$ cat src/hdl/kdlp_pkg.sv
`default_nettype none
// ----------------------------------------------------------------------------
// kdlp_pkg
// Shared types and constants of the key debouncer: event codes, register
// indexes, configuration bundle and the per-key event record.
// ----------------------------------------------------------------------------
package kdlp_pkg;

    // Field widths
    localparam int unsigned FILTER_W = 8;
    localparam int unsigned LONG_W   = 16;
    localparam int unsigned LCNT_W   = 17;
    localparam int unsigned IDX_W    = 2;
    localparam int unsigned DATA_W   = 16;
    localparam int unsigned REG_W    = 2;

    // Saturation value of the long counter
    localparam logic [LCNT_W-1:0] LCNT_MAX = {LCNT_W{1'b1}};

    // Register indexes
    localparam logic [REG_W-1:0] REG_FILTER_TIME   = 2'd0;
    localparam logic [REG_W-1:0] REG_LONG_TIME     = 2'd1;
    localparam logic [REG_W-1:0] REG_PRESSED_LEVEL = 2'd2;

    // Reset values of the registers
    localparam logic [FILTER_W-1:0] FILTER_TIME_RST = 8'd10;
    localparam logic [LONG_W-1:0]   LONG_TIME_RST   = 16'd1000;

    // Event codes
    typedef enum logic [1:0] {
        EV_DOWN = 2'd0,
        EV_UP   = 2'd1,
        EV_LONG = 2'd2
    } t_event;

    // Configuration seen by every lane
    typedef struct packed {
        logic [FILTER_W-1:0] filter_time;
        logic [LONG_W-1:0]   long_time;
    } t_cfg;

    // What one lane found for the current tick
    typedef struct packed {
        logic   fire;
        t_event code;
    } t_lane_evt;

endpackage : kdlp_pkg
`default_nettype wire

$ cat src/hdl/kdlp_lane.sv
`default_nettype none
// ----------------------------------------------------------------------------
// kdlp_lane
// One key: up/down integrating filter, pressed flag and saturating long
// counter. Reports the event of the offered tick and commits on step.
// ----------------------------------------------------------------------------
module kdlp_lane
    import kdlp_pkg::*;
(
    input  wire logic      i_clk,
    input  wire logic      i_rst_n,
    input  wire logic      i_step,
    input  wire logic      i_down,
    input  wire t_cfg      i_cfg,
    output t_lane_evt      o_evt
);

    logic [FILTER_W-1:0] r_fcnt, n_fcnt;
    logic                r_pflag, n_pflag;
    logic [LCNT_W-1:0]   r_lcnt, n_lcnt;

    // Work out next state and event of this tick
    always_comb begin
        n_fcnt     = r_fcnt;
        n_pflag    = r_pflag;
        n_lcnt     = r_lcnt;
        o_evt.fire = 1'b0;
        o_evt.code = EV_DOWN;
        if (i_down) begin
            if (r_fcnt < i_cfg.filter_time) begin
                n_fcnt = r_fcnt + 1'b1;
            end else if (!r_pflag) begin
                n_pflag    = 1'b1;
                o_evt.fire = 1'b1;
                o_evt.code = EV_DOWN;
            end else begin
                // long event fires once, counter saturates past any long_time
                if (r_lcnt == {1'b0, i_cfg.long_time}) begin
                    o_evt.fire = 1'b1;
                    o_evt.code = EV_LONG;
                end
                if (r_lcnt != LCNT_MAX) begin
                    n_lcnt = r_lcnt + 1'b1;
                end
            end
        end else begin
            if (r_fcnt != '0) begin
                n_fcnt = r_fcnt - 1'b1;
            end else begin
                n_lcnt = '0;
                if (r_pflag) begin
                    n_pflag    = 1'b0;
                    o_evt.fire = 1'b1;
                    o_evt.code = EV_UP;
                end
            end
        end
    end

    // Commit on an accepted tick
    always_ff @(posedge i_clk) begin
        if (!i_rst_n) begin
            r_fcnt  <= '0;
            r_pflag <= 1'b0;
            r_lcnt  <= '0;
        end else if (i_step) begin
            r_fcnt  <= n_fcnt;
            r_pflag <= n_pflag;
            r_lcnt  <= n_lcnt;
        end
    end

endmodule : kdlp_lane
`default_nettype wire

$ cat src/hdl/kdlp_merge.sv
`default_nettype none
// ----------------------------------------------------------------------------
// kdlp_merge
// Collects one tick's events from all lanes and hands them out one item
// per cycle unless stalled, in key order via an output register, last marked.
// ----------------------------------------------------------------------------
module kdlp_merge
    import kdlp_pkg::*;
#(
    parameter int unsigned NUM_KEYS = 3
) (
    input  wire logic                i_clk,
    input  wire logic                i_rst_n,
    input  wire logic                i_load,
    input  wire t_lane_evt           i_evt [NUM_KEYS],
    output logic                     o_can_load,
    output logic                     o_valid,
    input  wire logic                i_ready,
    output logic [IDX_W-1:0]         o_key_index,
    output logic [1:0]               o_event_res,
    output logic                     o_last
);

    localparam int unsigned KW = (NUM_KEYS > 1) ? $clog2(NUM_KEYS) : 1;
    localparam int unsigned EW = (KW > IDX_W) ? KW : IDX_W;

    logic [NUM_KEYS-1:0] r_mask, n_mask;
    t_event              r_code [NUM_KEYS];
    logic                r_valid;
    logic [IDX_W-1:0]    r_key;
    t_event              r_ev;
    logic                r_last;

    logic [KW-1:0]       pick;
    logic [EW-1:0]       pick_ext;
    logic [NUM_KEYS-1:0] rest;
    logic                out_free;
    logic                move;

    // Find the lowest pending key
    always_comb begin
        pick = '0;
        for (int k = NUM_KEYS - 1; k >= 0; k--) begin
            if (r_mask[k]) begin
                pick = KW'(k);
            end
        end
    end

    assign pick_ext   = EW'(pick);
    assign rest       = r_mask & (r_mask - 1'b1);
    assign out_free   = !r_valid || i_ready;
    assign move       = (r_mask != '0) && out_free;
    assign o_can_load = (r_mask == '0) || (move && (rest == '0));

    // Drop the moved key, take a fresh tick when the buffer drains
    always_comb begin
        n_mask = r_mask;
        if (move) begin
            n_mask = rest;
        end
        if (i_load) begin
            for (int k = 0; k < NUM_KEYS; k++) begin
                n_mask[k] = i_evt[k].fire;
            end
        end
    end

    always_ff @(posedge i_clk) begin
        if (!i_rst_n) begin
            r_mask  <= '0;
            r_valid <= 1'b0;
        end else begin
            r_mask <= n_mask;
            if (move) begin
                r_valid <= 1'b1;
            end else if (i_ready) begin
                r_valid <= 1'b0;
            end
        end
    end

    // Hold the event codes of the buffered tick
    always_ff @(posedge i_clk) begin
        if (i_load) begin
            for (int k = 0; k < NUM_KEYS; k++) begin
                r_code[k] <= i_evt[k].code;
            end
        end
    end

    // Output register payload
    always_ff @(posedge i_clk) begin
        if (move) begin
            r_key  <= pick_ext[IDX_W-1:0];
            r_ev   <= r_code[pick];
            r_last <= (rest == '0);
        end
    end

    assign o_valid     = r_valid;
    assign o_key_index = r_key;
    assign o_event_res = r_ev;
    assign o_last      = r_last;

endmodule : kdlp_merge
`default_nettype wire

$ cat src/hdl/key_debounce_long_press.sv
`default_nettype none
// ----------------------------------------------------------------------------
// key_debounce_long_press
// Debounces NUM_KEYS push buttons and reports down, up and long-press items.
// ----------------------------------------------------------------------------
// Each input item is one scan tick with the raw pin level of every key. All
// keys are filtered in parallel lanes in the cycle the tick is accepted, and
// the events found are queued and sent in key order, one result item per
// cycle while i_ready allows, with o_last set on the final event of the tick.
// The next tick is taken in the cycle the last queued event moves into the
// output register, so the single result register limits the tick rate.
// Configuration is written through i_cfg_we / i_cfg_index / i_cfg_wdata
// while the block is idle; the key index is reported modulo 4.
// ----------------------------------------------------------------------------
module key_debounce_long_press
    import kdlp_pkg::*;
#(
    parameter int unsigned NUM_KEYS = 3
) (
    input  wire logic                i_clk,
    input  wire logic                i_rst_n,
    // configuration
    input  wire logic                i_cfg_we,
    input  wire logic [REG_W-1:0]    i_cfg_index,
    input  wire logic [DATA_W-1:0]   i_cfg_wdata,
    // scan ticks
    input  wire logic                i_valid,
    output logic                     o_ready,
    input  wire logic [NUM_KEYS-1:0] i_key_levels,
    // events
    output logic                     o_valid,
    input  wire logic                i_ready,
    output logic [IDX_W-1:0]         o_key_index,
    output logic [1:0]               o_event_res,
    output logic                     o_last
);

    logic [FILTER_W-1:0] r_filter_time;
    logic [LONG_W-1:0]   r_long_time;
    logic                r_pressed_level;

    t_cfg                cfg;
    t_lane_evt           lane_evt [NUM_KEYS];
    logic [NUM_KEYS-1:0] key_down;
    logic [NUM_KEYS-1:0] fire_vec;
    logic [NUM_KEYS-1:0] up_vec;
    logic [NUM_KEYS-1:0] hold_vec;
    logic                accept;
    logic                can_load;

    // Configuration registers
    always_ff @(posedge i_clk) begin
        if (!i_rst_n) begin
            r_filter_time   <= FILTER_TIME_RST;
            r_long_time     <= LONG_TIME_RST;
            r_pressed_level <= 1'b0;
        end else if (i_cfg_we) begin
            case (i_cfg_index)
                REG_FILTER_TIME:   r_filter_time   <= i_cfg_wdata[FILTER_W-1:0];
                REG_LONG_TIME:     r_long_time     <= i_cfg_wdata[LONG_W-1:0];
                REG_PRESSED_LEVEL: r_pressed_level <= i_cfg_wdata[0];
                default: ;
            endcase
        end
    end

    assign cfg.filter_time = r_filter_time;
    assign cfg.long_time   = r_long_time;

    assign o_ready = can_load;
    assign accept  = i_valid && can_load;

    // One filter lane per key
    for (genvar k = 0; k < NUM_KEYS; k++) begin : g_lane
        assign key_down[k] = (i_key_levels[k] == r_pressed_level);
        assign fire_vec[k] = lane_evt[k].fire;
        assign up_vec[k]   = lane_evt[k].fire && (lane_evt[k].code == EV_UP);
        assign hold_vec[k] = lane_evt[k].fire && (lane_evt[k].code != EV_UP);

        kdlp_lane u_lane (
            .i_clk   (i_clk),
            .i_rst_n (i_rst_n),
            .i_step  (accept),
            .i_down  (key_down[k]),
            .i_cfg   (cfg),
            .o_evt   (lane_evt[k])
        );
    end

    // Serialize the tick's events
    kdlp_merge #(
        .NUM_KEYS (NUM_KEYS)
    ) u_merge (
        .i_clk       (i_clk),
        .i_rst_n     (i_rst_n),
        .i_load      (accept),
        .i_evt       (lane_evt),
        .o_can_load  (can_load),
        .o_valid     (o_valid),
        .i_ready     (i_ready),
        .o_key_index (o_key_index),
        .o_event_res (o_event_res),
        .o_last      (o_last)
    );

`ifndef NO_ASSERTIONS
    // A release event only comes from a key that reads released
    a_up_released: assert property (@(posedge i_clk) disable iff (!i_rst_n)
        (up_vec & key_down) == '0)
        else $error("up event from a key that reads pressed");

    // Down and long events only come from a key that reads pressed
    a_hold_pressed: assert property (@(posedge i_clk) disable iff (!i_rst_n)
        (hold_vec & ~key_down) == '0)
        else $error("down or long event from a key that reads released");

    // A tick without events leaves the block ready for the next one
    a_quiet_tick: assert property (@(posedge i_clk) disable iff (!i_rst_n)
        (accept && (fire_vec == '0)) |=> o_ready)
        else $error("not ready after a tick without events");
`endif

endmodule : key_debounce_long_press
`default_nettype wire

$ cat config.mk
export PLATFORM = sky130hd
export DESIGN_NAME = key_debounce_long_press
export DESIGN_NICKNAME = d
export VERILOG_FILES = /design/src/hdl/kdlp_pkg.sv /design/src/hdl/kdlp_lane.sv /design/src/hdl/kdlp_merge.sv /design/src/hdl/key_debounce_long_press.sv
export SDC_FILE = /design/constraint.sdc
export NUM_CORES = 1
export LEC_CHECK = 0
export ABC_AREA = 0
export BUFFER_PORTS_ARGS = -buffer_cell sky130_fd_sc_hd__buf_2
export CAP_MARGIN = 10
export CORE_ASPECT_RATIO = 2
export CORE_MARGIN = 2
export CORE_UTILIZATION = 35
export CTS_CLUSTER_SIZE = 40
export DETAILED_ROUTE_END_ITERATION = 6
export GPL_ROUTABILITY_DRIVEN = 1
export PLACE_DENSITY_LB_ADDON = 0.12
export SLEW_MARGIN = 20
export SYNTH_ARGS = -nofsm -noshare
export SYNTH_HDL_FRONTEND = slang
export SYNTH_SLANG_ARGS = --single-unit
$ cat constraint.sdc
create_clock -name i_clk -period 3.6 [get_ports i_clk]
set_clock_uncertainty 0.15 [all_clocks]
set_input_delay 0.18 -clock i_clk [delete_from_list [all_inputs] [get_ports i_clk]]
set_output_delay 0.18 -clock i_clk [all_outputs]
set_load 0.1 [all_outputs]
# After elaboration in Yosys (flattened, before gate mapping)

Memory sizes are Yosys's and may differ from the RTL's. A register that Yosys moved wholly into a read port is not among the register bits.
Index checks and enable logic that the tools add are counted.

Add/subtract/negate cells: 10
Multipliers: 0
Divide/modulo/power cells: 0
$lt $le $gt $ge: 3
Eq/ne operators: 26
Shift operators: 0
Muxes and demuxes: 60
Bitwise gates (word level): 1
Reductions and logical operators: 30

Operators by type and width:

| kind                                                                | number |
|---|---|
| 17-bit 2-to-1 mux                                                   | 15 |
| 8-bit 2-to-1 mux                                                    | 9 |
| 3-bit 2-to-1 mux                                                    | 20 |
| 17-bit by 1-bit adder with 17-bit output (second input constant)    | 3 |
| 17-bit by 16-bit == test with 1-bit output                          | 3 |
| 17-bit != test (second input constant)                              | 3 |
| 8-bit by 1-bit adder with 8-bit output (second input constant)      | 3 |
| 8-bit < comparator                                                  | 3 |
| 2-bit != test (second input constant)                               | 12 |
| 8-bit nonzero test                                                  | 3 |
| 8-bit by 1-bit subtractor with 8-bit output (second input constant) | 3 |
| 3-bit AND reduction                                                 | 6 |
| 5-bit AND reduction                                                 | 3 |
| 1-bit 2-to-1 mux                                                    | 13 |
| 2-bit nonzero test                                                  | 5 |
| 3-bit logical NOT                                                   | 2 |
| 2-bit 2-to-1 mux                                                    | 3 |
| 2-bit by 1-bit != test with 1-bit output (second input constant)    | 3 |
| 2-bit AND reduction                                                 | 3 |
| 3-bit AND                                                           | 1 |
| 1-bit == test                                                       | 3 |
| 1-bit logical AND                                                   | 3 |
| 3-bit nonzero test                                                  | 1 |
| 3-bit by 1-bit subtractor with 3-bit output (second input constant) | 1 |
| other kinds (5)                                                     | 6 |

Register bits after elaboration: 110
Latch bits: 0
Bits in writable memories: 6
Bits in read-only memories: 0
Output and inout bits: 7
Word-level logic and storage cells: 147
Memories kept: 1

Memories:

| name           | depth | bits a word | read ports | clocked after Yosys merged registers in | wr ports | RTL line         | RTL |
|---|---|---|---|---|---|---|---|
| u_merge.r_code | 3     | 2           | 1          | 1                                       | 3        | kdlp_merge.sv:28 | `t_event r_code [NUM_KEYS];` |

# Depth between registers and ports, before layout

Gate-level depths: netlist of run 1.

Depth after elaboration: 8
Depth in mapped cells: 12
Depth with buffers taken out: 11

# By module

From an unflattened synthesis of run 1, not the netlist that was laid out.

Cells, all modules: 979
Area total of the unflattened synthesis: 8333.0 um2

By module, submodules not included:

| module                           | instances | cells each | area an instance (um2) | sequential area each (um2) |
|---|---|---|---|---|
| kdlp_lane (g_lane[0].u_lane ...) | 2         | 289        | 2329.7                 | 520.5 |
| kdlp_lane (g_lane[2].u_lane)     | 1         | 243        | 1966.9                 | 520.5 |
| key_debounce_long_press          | 1         | 112        | 1068.5                 | 500.5 |
| kdlp_merge                       | 1         | 46         | 638.1                  | 410.4 |

# Worst setup path before layout of run 1

OpenSTA, ideal clock, no wires.

Kind: register -> register
From: register u_merge.r_valid (netlist: u_merge.o_valid)
To: register g_lane[1].u_lane.r_lcnt[14]
Arrival time: 2678 ps
Path slack: 629 ps
Cell stages (with the launch flop): 9
Path buffers: 1
Period minus slack after synthesis: 2971 ps
Cells stage by stage: dfxtp_1 > nor2b_1 > a211oi_1 > o21ai_1 > clkinv_1 > o2111a_1 > clkbuf_1 > a41oi_1 > a31oi_1

Longest elaborated chain between the ends: 7

RTL lines:

| item                          | RTL line                      | RTL |
|---|---|---|
| start, declared               | kdlp_merge.sv:29              | `logic r_valid;` |
| start signal, assigned        | kdlp_merge.sv:72              | `r_valid <= 1'b0;` |
| start signal, assigned        | kdlp_merge.sv:76              | `r_valid <= 1'b1;` |
| start signal, assigned        | kdlp_merge.sv:78              | `r_valid <= 1'b0;` |
| 1-bit logical NOT             | kdlp_merge.sv:52              | `assign out_free = !r_valid \|\| i_ready;` |
| 1-bit logical OR              | kdlp_merge.sv:52              |  |
| 1-bit logical AND             | kdlp_merge.sv:53              | `assign move = (r_mask != '0) && out_free;` |
| 1-bit logical AND             | kdlp_merge.sv:54              | `assign o_can_load = (r_mask == '0) \|\| (move && (rest == '0));` |
| 1-bit logical OR              | kdlp_merge.sv:54              |  |
| 1-bit logical AND             | key_debounce_long_press.sv:71 | `assign accept = i_valid && can_load;` |
| 5-bit AND reduction (no line) | --                            |  |
| end signal, assigned          | kdlp_lane.sv:69               | `r_lcnt <= n_lcnt;` |
| end, declared                 | kdlp_lane.sv:20               | `logic [LCNT_W-1:0] r_lcnt, n_lcnt;` |

No other way between the ends.
A chain may end at the register's enable or synchronous reset.

# Final worst setup path of run 1

From: register g_lane[0].u_lane.r_lcnt[0]
To: register g_lane[0].u_lane.r_lcnt[13]

Longest elaborated chain between the ends: 5
Elaborated cells between the ends (all ways): 8
Those cells by class: add/sub (1); eq/ne (2); mux (4); reduce/logical (1)

RTL lines:

| item                                     | RTL line        | RTL |
|---|---|---|
| start, declared                          | kdlp_lane.sv:20 |  |
| start signal, assigned                   | kdlp_lane.sv:69 |  |
| 17-bit by 1-bit adder with 17-bit output | kdlp_lane.sv:43 | `n_lcnt = r_lcnt + 1'b1;` |
| 17-bit 2-to-1 mux                        | kdlp_lane.sv:42 | `if (r_lcnt != LCNT_MAX) begin` |
| 17-bit 2-to-1 mux                        | kdlp_lane.sv:32 | `end else if (!r_pflag) begin` |
| 17-bit 2-to-1 mux                        | kdlp_lane.sv:30 | `if (r_fcnt < i_cfg.filter_time) begin` |
| 17-bit 2-to-1 mux                        | kdlp_lane.sv:29 | `if (i_down) begin` |

Parallel ways exist; a longest one is shown, timed or not. The select of a mux whose other input is x is not followed.

==> impl_results.md, run 1 <==
* DRT iter0 DRCs at 383
* Count of clock tree sinks at 118
* Number of violations of the max-capacitance limit at 0
* Total wirelength of the detailed-routed design at 23.60 mm
* Crit path max-delay family: compound AO/OA/AOI/OAI gates
* Number of I/O pins at 33
* Cell count of the worst reg-to-reg path at 11
* Clock Tree Root: sky130_fd_sc_hd__clkbuf_16
* Logic pwr share at 36.7%
* Number of nets produced by synthesis at ~960
* CTS Buf Count at 17
* Share of flip-flops with an asynchronous set or reset at 0%
* Maximum vdd ir drop at 0.3294 mV
* Most used DFF post-synth: sky130_fd_sc_hd__dfxtp_1
* H-tree Lvls at 4
* RSZ-0062 raised after global routing: no
* Netlist Area Pre-Place at 0.007297 sq mm
* Latest clock arrival within the worst-skew pair at 0.44 ns
* Area Overhead vs Synth at 17.82%
* Buffer and inverter count on the worst path at 0
* Width of the die at 106.1 um
* Sequential share of the synthesized area at between 30% and 40%
* Count of inserted antenna diode cells at 0
* Number of cell rows at 74
* Clock tree from TritonCTS: yes
* Residual DRC at 0
* Final critical-path required period at 3.108 ns
* Slew of the pin with the lowest slew margin at 1.066 ns
* Port Buffers at 32
* Worst Setup End Kind: flop
* Total internal power at 0.003546 W
* Share of power burned in registers at 31.1%
* Number of antenna violations at the first check in global routing at 0
* Final net count at 1010
* Type of the setup path with the least slack: flop to flop
* Hold Path Class: input pin to flop
* Total leakage power at 3.509 nW
* Final period util at 86.34%
* Pins over their slew limit at 0
* Sum of overflow across all layers after global routing at 0
* Warnings from Yosys at 0
* Final sum of negative setup slack at 0 ns
* Number of flops mapped to enable cells by yosys at 11
* Die Area at 0.02209 sq mm
* Sw Ratio at 37.66%
* Sequence of cells on the critical path: ha_1 > and3_1 > nand3_1 > nor4_1 > and3_1 > ha_1 > nor3_1 > o21ai_0 > a21oi_1 > a31oi_1 > a311oi_1
* Worst relative slew slack at 28.39%
* P_sw at ~0.0021 W
* Data arrival at the endpoint of the critical path at roughly 3.3 ns
* Total routing usage reported by global routing at 22.34%
* Cells after synthesis at 890
* WL per Instance at 19.43 um
* Run status: completed
* Highest-count cells in the layout ignoring fill and taps: sky130_fd_sc_hd__dfxtp_1, sky130_fd_sc_hd__nand2_1, sky130_fd_sc_hd__a21oi_1
* Area of the core region at 0.02046 sq mm
* Unique masters post-synth at 62
* Fill cells at 2099
* TritonRoute pass-1 iters at 5
* Crit-path max cell delay at 0.57 ns
* Resized Gates After CTS at 0
* Setup repair bufs after CTS at 0
* Fin util at between 40 and 50%
* Mean area per synthesized cell at approximately 8 sq um
* DR vias/cell at 5.629
* ANT nets after route at 0
* RD Place Congestion at approximately 0.83
* Wire length of the first global-routing pass at roughly 38 mm
* Number of cells on the worst hold path at 5
* Largest driver fanout on the critical path at 7
* Critical Path Slowest Stage Cell: sky130_fd_sc_hd__a21oi_1
* Total setup violations reported at the end of the flow at 0
* Initial core utilization at 35.66%
* Req. time, crit path at 3.79 ns
* Half-perimeter wire length after placement at 17.46 mm
* F_max at 0.3217 GHz
* Vert. Die Dim at 208.2 um
* Power density over cell area at 661.6 mW/mm^2
* Number of vias after detailed routing at 6839
* Clock-pin transition on the worst setup and hold timing paths at 0.06 ns
* Final-report hold violation count at 0
* Most frequent standard cell in the layout excluding fill and tap cells: sky130_fd_sc_hd__dfxtp_1
* Proportion of power drawn by the clock network at 32.2%
* Clock tree buffer depth at 2
* Count of state elements after synthesis at about 120
* Layout cells sized above 1 at roughly 9.7%
* Largest net degree at the start of global routing at 52
* Sort of element at the start of the critical path: flop
* Number of global-route vias before repair at around 6800
* WP depth at 11
==> through the flow <==
stage	cells	setup WS [ns]	cell area (sq um)	total power, W	hold WS [ns]
finish	1215	0.4919	8597	0.005688	0.08761
global route	1215	0.1715	8597	0.006071	0.1130
CTS	1215	0.5009	8597	0.005744	0.07758
detailed placement	1164	0.5609	7782	0.003879	0.2553
global placement	1164	0.6209	7782	0.003877	0.2549
floorplan	890	0.6291	7297	0.003309	0.1540
==> cells in the mapped netlist (5+ instances only) <==
library cell	count	area, sq um
sky130_fd_sc_hd__dfxtp_1	107	2142
sky130_fd_sc_hd__and2_1	5	31.28
sky130_fd_sc_hd__nand3_1	55	275.3
sky130_fd_sc_hd__o31ai_1	5	37.54
sky130_fd_sc_hd__a21o_1	6	45.04
sky130_fd_sc_hd__edfxtp_1	11	330.3
sky130_fd_sc_hd__a311oi_1	11	96.34
sky130_fd_sc_hd__nand2b_1	7	43.79
sky130_fd_sc_hd__xnor2_1	23	201.4
sky130_fd_sc_hd__ha_1	45	563.0
sky130_fd_sc_hd__nand4_1	17	106.4
sky130_fd_sc_hd__nor4_1	21	131.4
sky130_fd_sc_hd__a211oi_1	7	52.55
sky130_fd_sc_hd__or3_1	5	31.28
sky130_fd_sc_hd__nand2_1	95	356.6
sky130_fd_sc_hd__clkbuf_1	41	153.9
sky130_fd_sc_hd__nor3_1	22	110.1
sky130_fd_sc_hd__nor2b_1	7	43.79
sky130_fd_sc_hd__a31oi_1	15	93.84
sky130_fd_sc_hd__o21a_1	12	90.09
sky130_fd_sc_hd__a41oi_1	7	61.31
sky130_fd_sc_hd__mux2i_1	21	210.2
sky130_fd_sc_hd__nor2_1	70	262.8
sky130_fd_sc_hd__or4_1	5	37.54
sky130_fd_sc_hd__o211a_1	7	70.07
sky130_fd_sc_hd__and3_1	18	112.6
sky130_fd_sc_hd__xor2_1	47	411.6
sky130_fd_sc_hd__inv_1	25	93.84
sky130_fd_sc_hd__o21ai_0	31	155.2
sky130_fd_sc_hd__o211ai_1	10	75.07
sky130_fd_sc_hd__a21oi_1	73	365.4
==> metal layers <==
metal / up-vias / wire length, um / track usage [%]
li1: 3363 / - / -
met1: 3236 / 8799 / 22.76
met2: 179 / 12940 / 41.60
met3: 61 / 830 / 4.135
met4: 0 / 1035 / 12.61
met5: - / 0 / 0
==> flip-flops by register name (all words and copies together) (netlist names) <==
signal and count:
u_merge.o_event_res 2, u_merge.o_key_index 2, r_filter_time 8, g_lane.u_lane.r_pflag 3, u_merge.o_last 1, r_pressed_level 1
u_merge.r_mask 3, g_lane.u_lane.r_lcnt 51, u_merge.o_valid 1, u_merge.r_code 6, r_long_time 16, g_lane.u_lane.r_fcnt 24
==> worst min-delay path, cell delays in order <==
cell	delay, ns
sky130_fd_sc_hd__buf_2	0.08
sky130_fd_sc_hd__xnor2_1	0.05
sky130_fd_sc_hd__buf_4	0.16
sky130_fd_sc_hd__nand3_1	0.08
sky130_fd_sc_hd__mux2i_1	0.06
==> worst paths after layout <==
kind | slack [ns] | to | startpoint
worst min register to register | 0.34 | g_lane[0].u_lane.r_lcnt[16]$_SDFFE_PN0P_ | g_lane[0].u_lane.r_lcnt[16]$_SDFFE_PN0P_
worst min-delay path | 0.09 | g_lane[1].u_lane.r_lcnt[16]$_SDFFE_PN0P_ | i_key_levels[1]
worst max register to register | 0.49 | g_lane[0].u_lane.r_lcnt[13]$_SDFFE_PN0P_ | g_lane[0].u_lane.r_lcnt[0]$_SDFFE_PN0P_
worst max-delay path | 0.49 | g_lane[0].u_lane.r_lcnt[13]$_SDFFE_PN0P_ | g_lane[0].u_lane.r_lcnt[0]$_SDFFE_PN0P_
==> cell families (layout without fill, tap and decap cells) <==
group                      after synthesis  count (layout)  share of synthesized area (%)
and+or+nand+nor                        347             347                          23.25
buffers and inverters                   74             133                          3.858
AOI/OAI and AO/OA                      211             211                          18.96
muxes                                   21              21                          2.881
adders and majority gates               48              48                          8.539
xor gates and xnor gates                71              71                          8.625
DFF                                    118             118                          33.88
==> area by class of cell <==
type | count | area (sq um) | area share (%)
Inverter | 28 | 105.1 | 1.223
Clock buffer | 22 | 474.2 | 5.516
Multi-Input combinational cell | 698 | 4547 | 52.89
Clock inverter | 10 | 150.1 | 1.746
Sequential cell | 118 | 2472 | 28.76
Tap cell | 266 | 332.8 | 3.871
Timing Repair Buffer | 73 | 515.5 | 5.996
==> repair_timing <==
item	CTS	global route
hold buffers	19	0
setup endpoints to repair	0	0
endpoints found under the hold margin	25	0
==> power groups by stage <==
stage	combinational, W	clock, W	sequential [W]
final	0.00209	0.00183	0.00177
after global routing	0.00235	0.00192	0.00180
after CTS	0.00210	0.00187	0.00178
after detailed placement	0.00207	0	0.00181
after global placement	0.00207	0	0.00181
after floorplan	0.00148	0	0.00183
Note: power is estimated with default switching activity, not from simulation.
==> inputs of run 2 (changes only) <==
--- a/config.mk
+++ b/config.mk
@@ -14,7 +14,6 @@
 export CTS_CLUSTER_SIZE = 40
 export DETAILED_ROUTE_END_ITERATION = 6
 export GPL_ROUTABILITY_DRIVEN = 1
-export PLACE_DENSITY_LB_ADDON = 0.12
 export SLEW_MARGIN = 20
 export SYNTH_ARGS = -nofsm -noshare
 export SYNTH_HDL_FRONTEND = slang
==> impl_results.md, run 2 (synthesis results as in run 1) <==
* Data arrival at the endpoint of the critical path at 3.38 ns (+0.08 ns)
* Maximum vdd ir drop at 0.4459 mV (+35%)
* Final net count at 1009 (-0.099%)
* WL per Instance at 18.40 um (-5.3%)
* Final-report hold violation count at 0 (unchanged)
* Power density over cell area at 642.3 mW/mm^2 (-2.9%)
* Worst Setup End Kind: flop
* Number of vias after detailed routing at 6841 (+0.029%)
* Flip-flop count of the largest register after layout at 51 (unchanged)
* Number of I/O pins at 33 (unchanged)
* Initial core utilization at 35.66% (unchanged)
* Area of the core region at 0.02046 sq mm (unchanged)
* Clock tree buffer depth at 2 (unchanged)
* RSZ-0062 raised after global routing: no
* Final period util at 88.62% (+2.3 points)
* Area of the multi-input gates at 0.004554 sq mm (+0.17%)
* Slew of the pin with the lowest slew margin at 0.8688 ns (-0.1971 ns)
* Total setup violations reported at the end of the flow at 0 (unchanged)
* Largest driver fanout on the critical path at 7 (unchanged)
* Pins over their slew limit at 0 (unchanged)
* Type of the setup path with the least slack: flop to flop
* Residual DRC at 0 (unchanged)
* Vert. Die Dim at 208.2 um (unchanged)
* DR vias/cell at 5.635 (+0.11%)
* Highest-count cells in the layout ignoring fill and taps: sky130_fd_sc_hd__dfxtp_1, sky130_fd_sc_hd__nand2_1, sky130_fd_sc_hd__a21oi_1
* DRT iter0 DRCs at 366 (-4.4%)
* Area Overhead vs Synth at 17.42%
* Total leakage power at 3.500 nW (-0.25%)
* Total routing usage reported by global routing at 20.68% (-1.7 points)
* Clock tree from TritonCTS: yes
* Final critical-path required period at 3.190 ns (+0.08210 ns)
* F_max at 0.3135 GHz (-2.6%)
* Req. time, crit path at 3.79 ns (about the same)
* Number of antenna violations at the first check in global routing at 0 (unchanged)
* Port Buffers at 32 (unchanged)
* Register Area at 0.002472 sq mm (unchanged)
* Count of inserted antenna diode cells at 0 (unchanged)
* Setup repair bufs after CTS at 0 (unchanged)
* Worst relative slew slack at 41.47% (+13 points)
* RD Place Congestion at 0.8977 (+8.2%)
* Sum of overflow across all layers after global routing at 0 (unchanged)
* Run status: completed
* Final sum of negative setup slack at 0 ns (unchanged)
* Most frequent standard cell in the layout excluding fill and tap cells: sky130_fd_sc_hd__dfxtp_1
* H-tree Lvls at 4 (unchanged)
* Clock Tree Root: sky130_fd_sc_hd__clkbuf_16
* Largest registers: g_lane.u_lane.r_lcnt (51), g_lane.u_lane.r_fcnt (24), r_long_time (16)
* ANT nets after route at 0 (unchanged)
* Number of violations of the max-capacitance limit at 0 (unchanged)
* Wire length of the first global-routing pass at 35.36 mm (-6.3%)
* Largest net degree at the start of global routing at 68 (+31%)
* Top reg by flops: g_lane.u_lane.r_lcnt
* Die Area at 0.02209 sq mm (unchanged)
* Number of cell rows at 74 (unchanged)
* Number of global-route vias before repair at 6758 (-1.3%)
* Latest clock arrival within the worst-skew pair at 0.44 ns (about the same)
* Fill cells at 2053 (-2.2%)
* Count of clock tree sinks at 118 (unchanged)
* Sort of element at the start of the critical path: flop
* Min Hold Slack at 0.04418 ns (-0.04342 ns)
* TritonRoute pass-1 iters at 5 (unchanged)
* Width of the die at 106.1 um (unchanged)
* Half-perimeter wire length after placement at 16.51 mm (-5.4%)
* CTS Buf Count at 17 (unchanged)
* Hold Path Class: input pin to flop
* Register-to-Register Setup Slack at 0.41 ns (-0.08 ns)
* Clock-pin transition on the worst setup and hold timing paths at 0.06 ns (about the same)
* Layout cells sized above 1 at 9.916% (+0.22 points)
* # placed instances at 1163 (-0.086%)
* Total wirelength of the detailed-routed design at 22.34 mm (-5.4%)
* Non-filler instance count after layout at 1214 (-0.082%)
run 2: per-stage QoR:
step | cell area [sq um] | util, % | setup slack (ns) | total power [W]
after floorplan | 7297 | - | 0.6291 | 0.003309
after global placement | 7787 | 38.06 | 0.2157 | 0.003793
after detailed placement | 7787 | 38.06 | 0.1734 | 0.003818
after CTS | 8561 | 41.84 | 0.1710 | 0.005526
after global routing | 8568 | 41.87 | 0.1995 | 0.005851
final | 8568 | 41.87 | 0.4098 | 0.005504
run 2: worst max-delay path: stages (launching register included):
cell and delay [ns]:
sky130_fd_sc_hd__dfxtp_1 0.37, sky130_fd_sc_hd__ha_1 0.26, sky130_fd_sc_hd__and3_1 0.20, sky130_fd_sc_hd__nand3_1 0.16, sky130_fd_sc_hd__nor4_1 0.08, sky130_fd_sc_hd__and3_1 0.21
sky130_fd_sc_hd__ha_1 0.18, sky130_fd_sc_hd__nor3_1 0.26, sky130_fd_sc_hd__o21ai_0 0.20, sky130_fd_sc_hd__a21oi_1 0.58, sky130_fd_sc_hd__a31oi_1 0.17, sky130_fd_sc_hd__a311oi_1 0.27
run 2: cell type report:
class                   instances  area share (%)
repair buffers                 72           6.075
flip-flops and latches        118           28.86
clock inverters                 8          0.8178
inverters                      28           1.227
clock buffers                  24           5.987
well taps                     266           3.884
multi-input cells             698           53.15
run 2: routing by layer:
metal  vias to the layer above  track usage (%)  routed length, um
li1                       3354                -                  -
met1                      3240            20.44               8404
met2                       176            38.48              12090
met3                        71            4.135                665
met4                         0            12.75               1178
met5                         -                0                  0
run 2: what timing repair did:
action | 4_1_cts | 5_1_grt
endpoints found under the setup margin | 0 | 1
hold buffers | 19 | 0
gates resized for setup | 0 | 1
endpoints found under the hold margin | 25 | 0
run 2: path summary, 6_finish.rpt:
kind	from	endpoint	cells after the start
worst max-delay path	g_lane[0].u_lane.r_lcnt[0]$_SDFFE_PN0P_	g_lane[0].u_lane.r_lcnt[13]$_SDFFE_PN0P_	11
worst min-delay path	i_rst_n	r_long_time[9]$_SDFFE_PN1P_	2
worst max register to register	g_lane[0].u_lane.r_lcnt[0]$_SDFFE_PN0P_	g_lane[0].u_lane.r_lcnt[13]$_SDFFE_PN0P_	11
worst min register to register	g_lane[2].u_lane.r_lcnt[16]$_SDFFE_PN0P_	g_lane[2].u_lane.r_lcnt[16]$_SDFFE_PN0P_	2
run 2: power by group:
part           switching (W)  total, W  internal [W]
combinational        0.00125   0.00206      0.000808
sequential          0.000245   0.00176       0.00152
clock               0.000628   0.00168       0.00106
total                0.00212   0.00550       0.00338
==> inputs of run 3 (changes only) <==
--- a/config.mk
+++ b/config.mk
@@ -14,6 +14,7 @@
 export CTS_CLUSTER_SIZE = 40
 export DETAILED_ROUTE_END_ITERATION = 6
 export GPL_ROUTABILITY_DRIVEN = 1
+export REMOVE_ABC_BUFFERS = 1
 export SLEW_MARGIN = 20
 export SYNTH_ARGS = -nofsm -noshare
 export SYNTH_HDL_FRONTEND = slang
==> impl_results.md, run 3 (synthesis results as in run 1) <==
* Hold Path Class: input pin to flop
* WL per Instance at 18.26 um (-0.79%)
* DR vias/cell at 5.681 (+0.81%)
* Half-perimeter wire length after placement at 16.49 mm (-0.16%)
* TritonRoute pass-1 iters at 5 (unchanged)
* Non-filler instance count after layout at 1212 (-0.16%)
* Power density over cell area at 651.3 mW/mm^2 (+1.4%)
* Die Area at 0.02209 sq mm (unchanged)
* Total wirelength of the detailed-routed design at 22.13 mm (-0.95%)
* Final net count at 1010 (+0.099%)
* Number of violations of the max-capacitance limit at 0 (unchanged)
* Cell count of the worst reg-to-reg path at 11 (unchanged)
* H-tree Lvls at 4 (unchanged)
* Number of global-route vias before repair at 6705 (-0.78%)
* RSZ-0062 raised after global routing: no
* Amount of wire on met2 after detailed routing at 12.14 mm (+0.40%)
* Area of the core region at 0.02046 sq mm (unchanged)
* Resized Gates After CTS at 0 (unchanged)
* Total routing usage reported by global routing at 20.42% (-0.27 points)
* Total internal power at 0.003489 W (+3.2%)
* Slew of the pin with the lowest slew margin at 0.9757 ns (+0.1069 ns)
* CTS Buf Count at 17 (unchanged)
* Maximum vdd ir drop at 0.3068 mV (-31%)
* Met1 wire length at 8.564 mm (+1.9%)
* Met3 routed WL at 714 um (+7.4%)
* # placed instances at 1164 (+0.086%)
* Logic pwr share at 37.2% (-0.2 points)
* Req. time, crit path at 3.79 ns (about the same)
* P_sw at 0.002092 W (-1.4%)
* Worst Min Path Start: i_cfg_index[0]
* Count of inserted antenna diode cells at 0 (unchanged)
* R2R Path Start: g_lane[0].u_lane.r_lcnt[0]$_SDFFE_PN0P_
* Residual DRC at 0 (unchanged)
* Top reg by flops: g_lane.u_lane.r_lcnt
* Clock tree buffer depth at 2 (unchanged)
* Top metal layer carrying routed signals: met4
* Final-report hold violation count at 0 (unchanged)
* Count of clock tree sinks at 118 (unchanged)
* Run status: completed
* Sort of element at the start of the critical path: flop
* Latest clock arrival within the worst-skew pair at 0.43 ns (about the same)
* Number of vias after detailed routing at 6885 (+0.64%)
* Type of the setup path with the least slack: flop to flop
* Final period util at 85.88% (-2.7 points)
* Number of cell rows at 74 (unchanged)
* Port Buffers at 32 (unchanged)
* Layout cells sized above 1 at 9.514% (-0.40 points)
* RD Place Congestion at 0.8708 (-3.0%)
* Clock Tree Root: sky130_fd_sc_hd__clkbuf_16
* ANT nets after route at 0 (unchanged)
* F_max at 0.3234 GHz (+3.2%)
* End of the worst register-to-register path: g_lane[0].u_lane.r_lcnt[13]$_SDFFE_PN0P_
* Highest-count cells in the layout ignoring fill and taps: sky130_fd_sc_hd__dfxtp_1, sky130_fd_sc_hd__nand2_1, sky130_fd_sc_hd__a21oi_1
* Initial core utilization at 35.66% (unchanged)
* Total leakage power at 3.495 nW (-0.12%)
* Min Hold Slack at 0.01918 ns (-0.02501 ns)
* Capture endpoint of the worst hold path: r_pressed_level$_SDFFE_PN0P_
* Most frequent standard cell in the layout excluding fill and tap cells: sky130_fd_sc_hd__dfxtp_1
* Total setup violations reported at the end of the flow at 0 (unchanged)
* Pins over their slew limit at 0 (unchanged)
* Share of power burned in registers at 31.7% (-0.3 points)
* Number of cells on the worst hold path at 4 (+2)
* Largest net degree at the start of global routing at 64 (-5.9%)
* Width of the die at 106.1 um (unchanged)
* Area Overhead vs Synth at 17.42% (unchanged)
* DRT iter0 DRCs at 261 (-29%)
* Flip-flop count of the largest register after layout at 51 (unchanged)
* Sum of overflow across all layers after global routing at 0 (unchanged)
* Post-place instance area at 0.007787 sq mm (unchanged)
* Number of antenna violations at the first check in global routing at 0 (unchanged)
* Number of I/O pins at 33 (unchanged)
* Clock tree from TritonCTS: yes
* Wire length of the first global-routing pass at 34.96 mm (-1.2%)
* Cell area after layout at 0.008568 sq mm (unchanged)
* Largest registers: g_lane.u_lane.r_lcnt (51), g_lane.u_lane.r_fcnt (24), r_long_time (16)
* Final critical-path required period at 3.092 ns (-0.09850 ns)
* Sw Ratio at 37.49% (-1.1 points)
* Proportion of power drawn by the clock network at 31.1% (+0.5 points)
* Vert. Die Dim at 208.2 um (unchanged)
* Register-to-Register Setup Slack at 0.51 ns (+0.10 ns)
* Clock-pin transition on the worst setup and hold timing paths at 0.05 ns (about the same)
* Worst Setup End Kind: flop
* Largest driver fanout on the critical path at 7 (unchanged)
* Data arrival at the endpoint of the critical path at 3.28 ns (-0.10 ns)
* Worst relative slew slack at 34.27% (-7.2 points)
[run 3: routing by layer]
| metal | vias up | track usage (%) |
|---|---|---|
| met5 | - | 0 |
| met4 | 0 | 9.664 |
| li1 | 3358 | - |
| met2 | 187 | 38.97 |
| met1 | 3300 | 21.00 |
| met3 | 40 | 3.383 |
[run 3: through the flow]
stage | total power, W | setup TNS [ns] | setup WS (ns) | utilization [%]
global route | 0.005907 | 0 | 0.2477 | 41.87
detailed placement | 0.003848 | 0 | 0.5212 | 38.06
CTS | 0.005613 | 0 | 0.5051 | 41.87
global placement | 0.003811 | 0 | 0.5869 | 38.06
floorplan | 0.003264 | -58.17 | -1.250 | -
finish | 0.005581 | 0 | 0.5083 | 41.87
[run 3: worst max-delay path by stage]
stage / cells after the start / start / endpoint
finish: 11 / g_lane[0].u_lane.r_lcnt[0]$_SDFFE_PN0P_ / g_lane[0].u_lane.r_lcnt[13]$_SDFFE_PN0P_
global route: 11 / g_lane[0].u_lane.r_lcnt[0]$_SDFFE_PN0P_ / g_lane[0].u_lane.r_lcnt[6]$_SDFFE_PN0P_
CTS: 11 / g_lane[0].u_lane.r_lcnt[1]$_SDFFE_PN0P_ / g_lane[0].u_lane.r_lcnt[3]$_SDFFE_PN0P_
detailed placement: 11 / g_lane[0].u_lane.r_lcnt[1]$_SDFFE_PN0P_ / g_lane[0].u_lane.r_lcnt[3]$_SDFFE_PN0P_
global placement: 11 / g_lane[0].u_lane.r_lcnt[0]$_SDFFE_PN0P_ / g_lane[0].u_lane.r_lcnt[13]$_SDFFE_PN0P_
floorplan: 7 / u_merge.o_valid$_SDFFE_PN0P_ / g_lane[2].u_lane.r_fcnt[1]$_SDFFE_PN0P_
[run 3: power groups by stage]
| stage | combinational, W | sequential, W | clock, W |
|---|---|---|---|
| 6_report | 0.00208 | 0.00177 | 0.00174 |
| 2_1_floorplan | 0.00143 | 0.00183 | 0 |
| 5_1_grt | 0.00230 | 0.00179 | 0.00181 |
| 3_3_place_gp | 0.00202 | 0.00179 | 0 |
| 4_1_cts | 0.00208 | 0.00177 | 0.00177 |
| 3_5_place_dp | 0.00205 | 0.00179 | 0 |
[run 3: layout make-up]
class,count,area (sq um)
sequential,118,2472
inverter,28,105.1
clock inverter,4,95.09
multi-input combinational,698,4552
tap,266,332.8
fill,2063,11890
clock buffer,25,495.5
timing repair buffer,73,515.5
[run 3: what timing repair did]
action | CTS | global route
hold buffers | 19 | 0
setup endpoints to repair | 0 | 0
setup buffers | 0 | 0
hold endpoints to repair | 26 | 0
[run 3: worst max-delay path: stages (launching register included)]
cell,delay [ns]
sky130_fd_sc_hd__dfxtp_1,0.36
sky130_fd_sc_hd__ha_1,0.26
sky130_fd_sc_hd__and3_1,0.22
sky130_fd_sc_hd__nand3_1,0.16
sky130_fd_sc_hd__nor4_1,0.08
sky130_fd_sc_hd__and3_1,0.22
sky130_fd_sc_hd__ha_1,0.18
sky130_fd_sc_hd__nor3_1,0.21
sky130_fd_sc_hd__o21ai_0,0.18
sky130_fd_sc_hd__a21oi_1,0.56
sky130_fd_sc_hd__a31oi_1,0.17
sky130_fd_sc_hd__a311oi_1,0.25
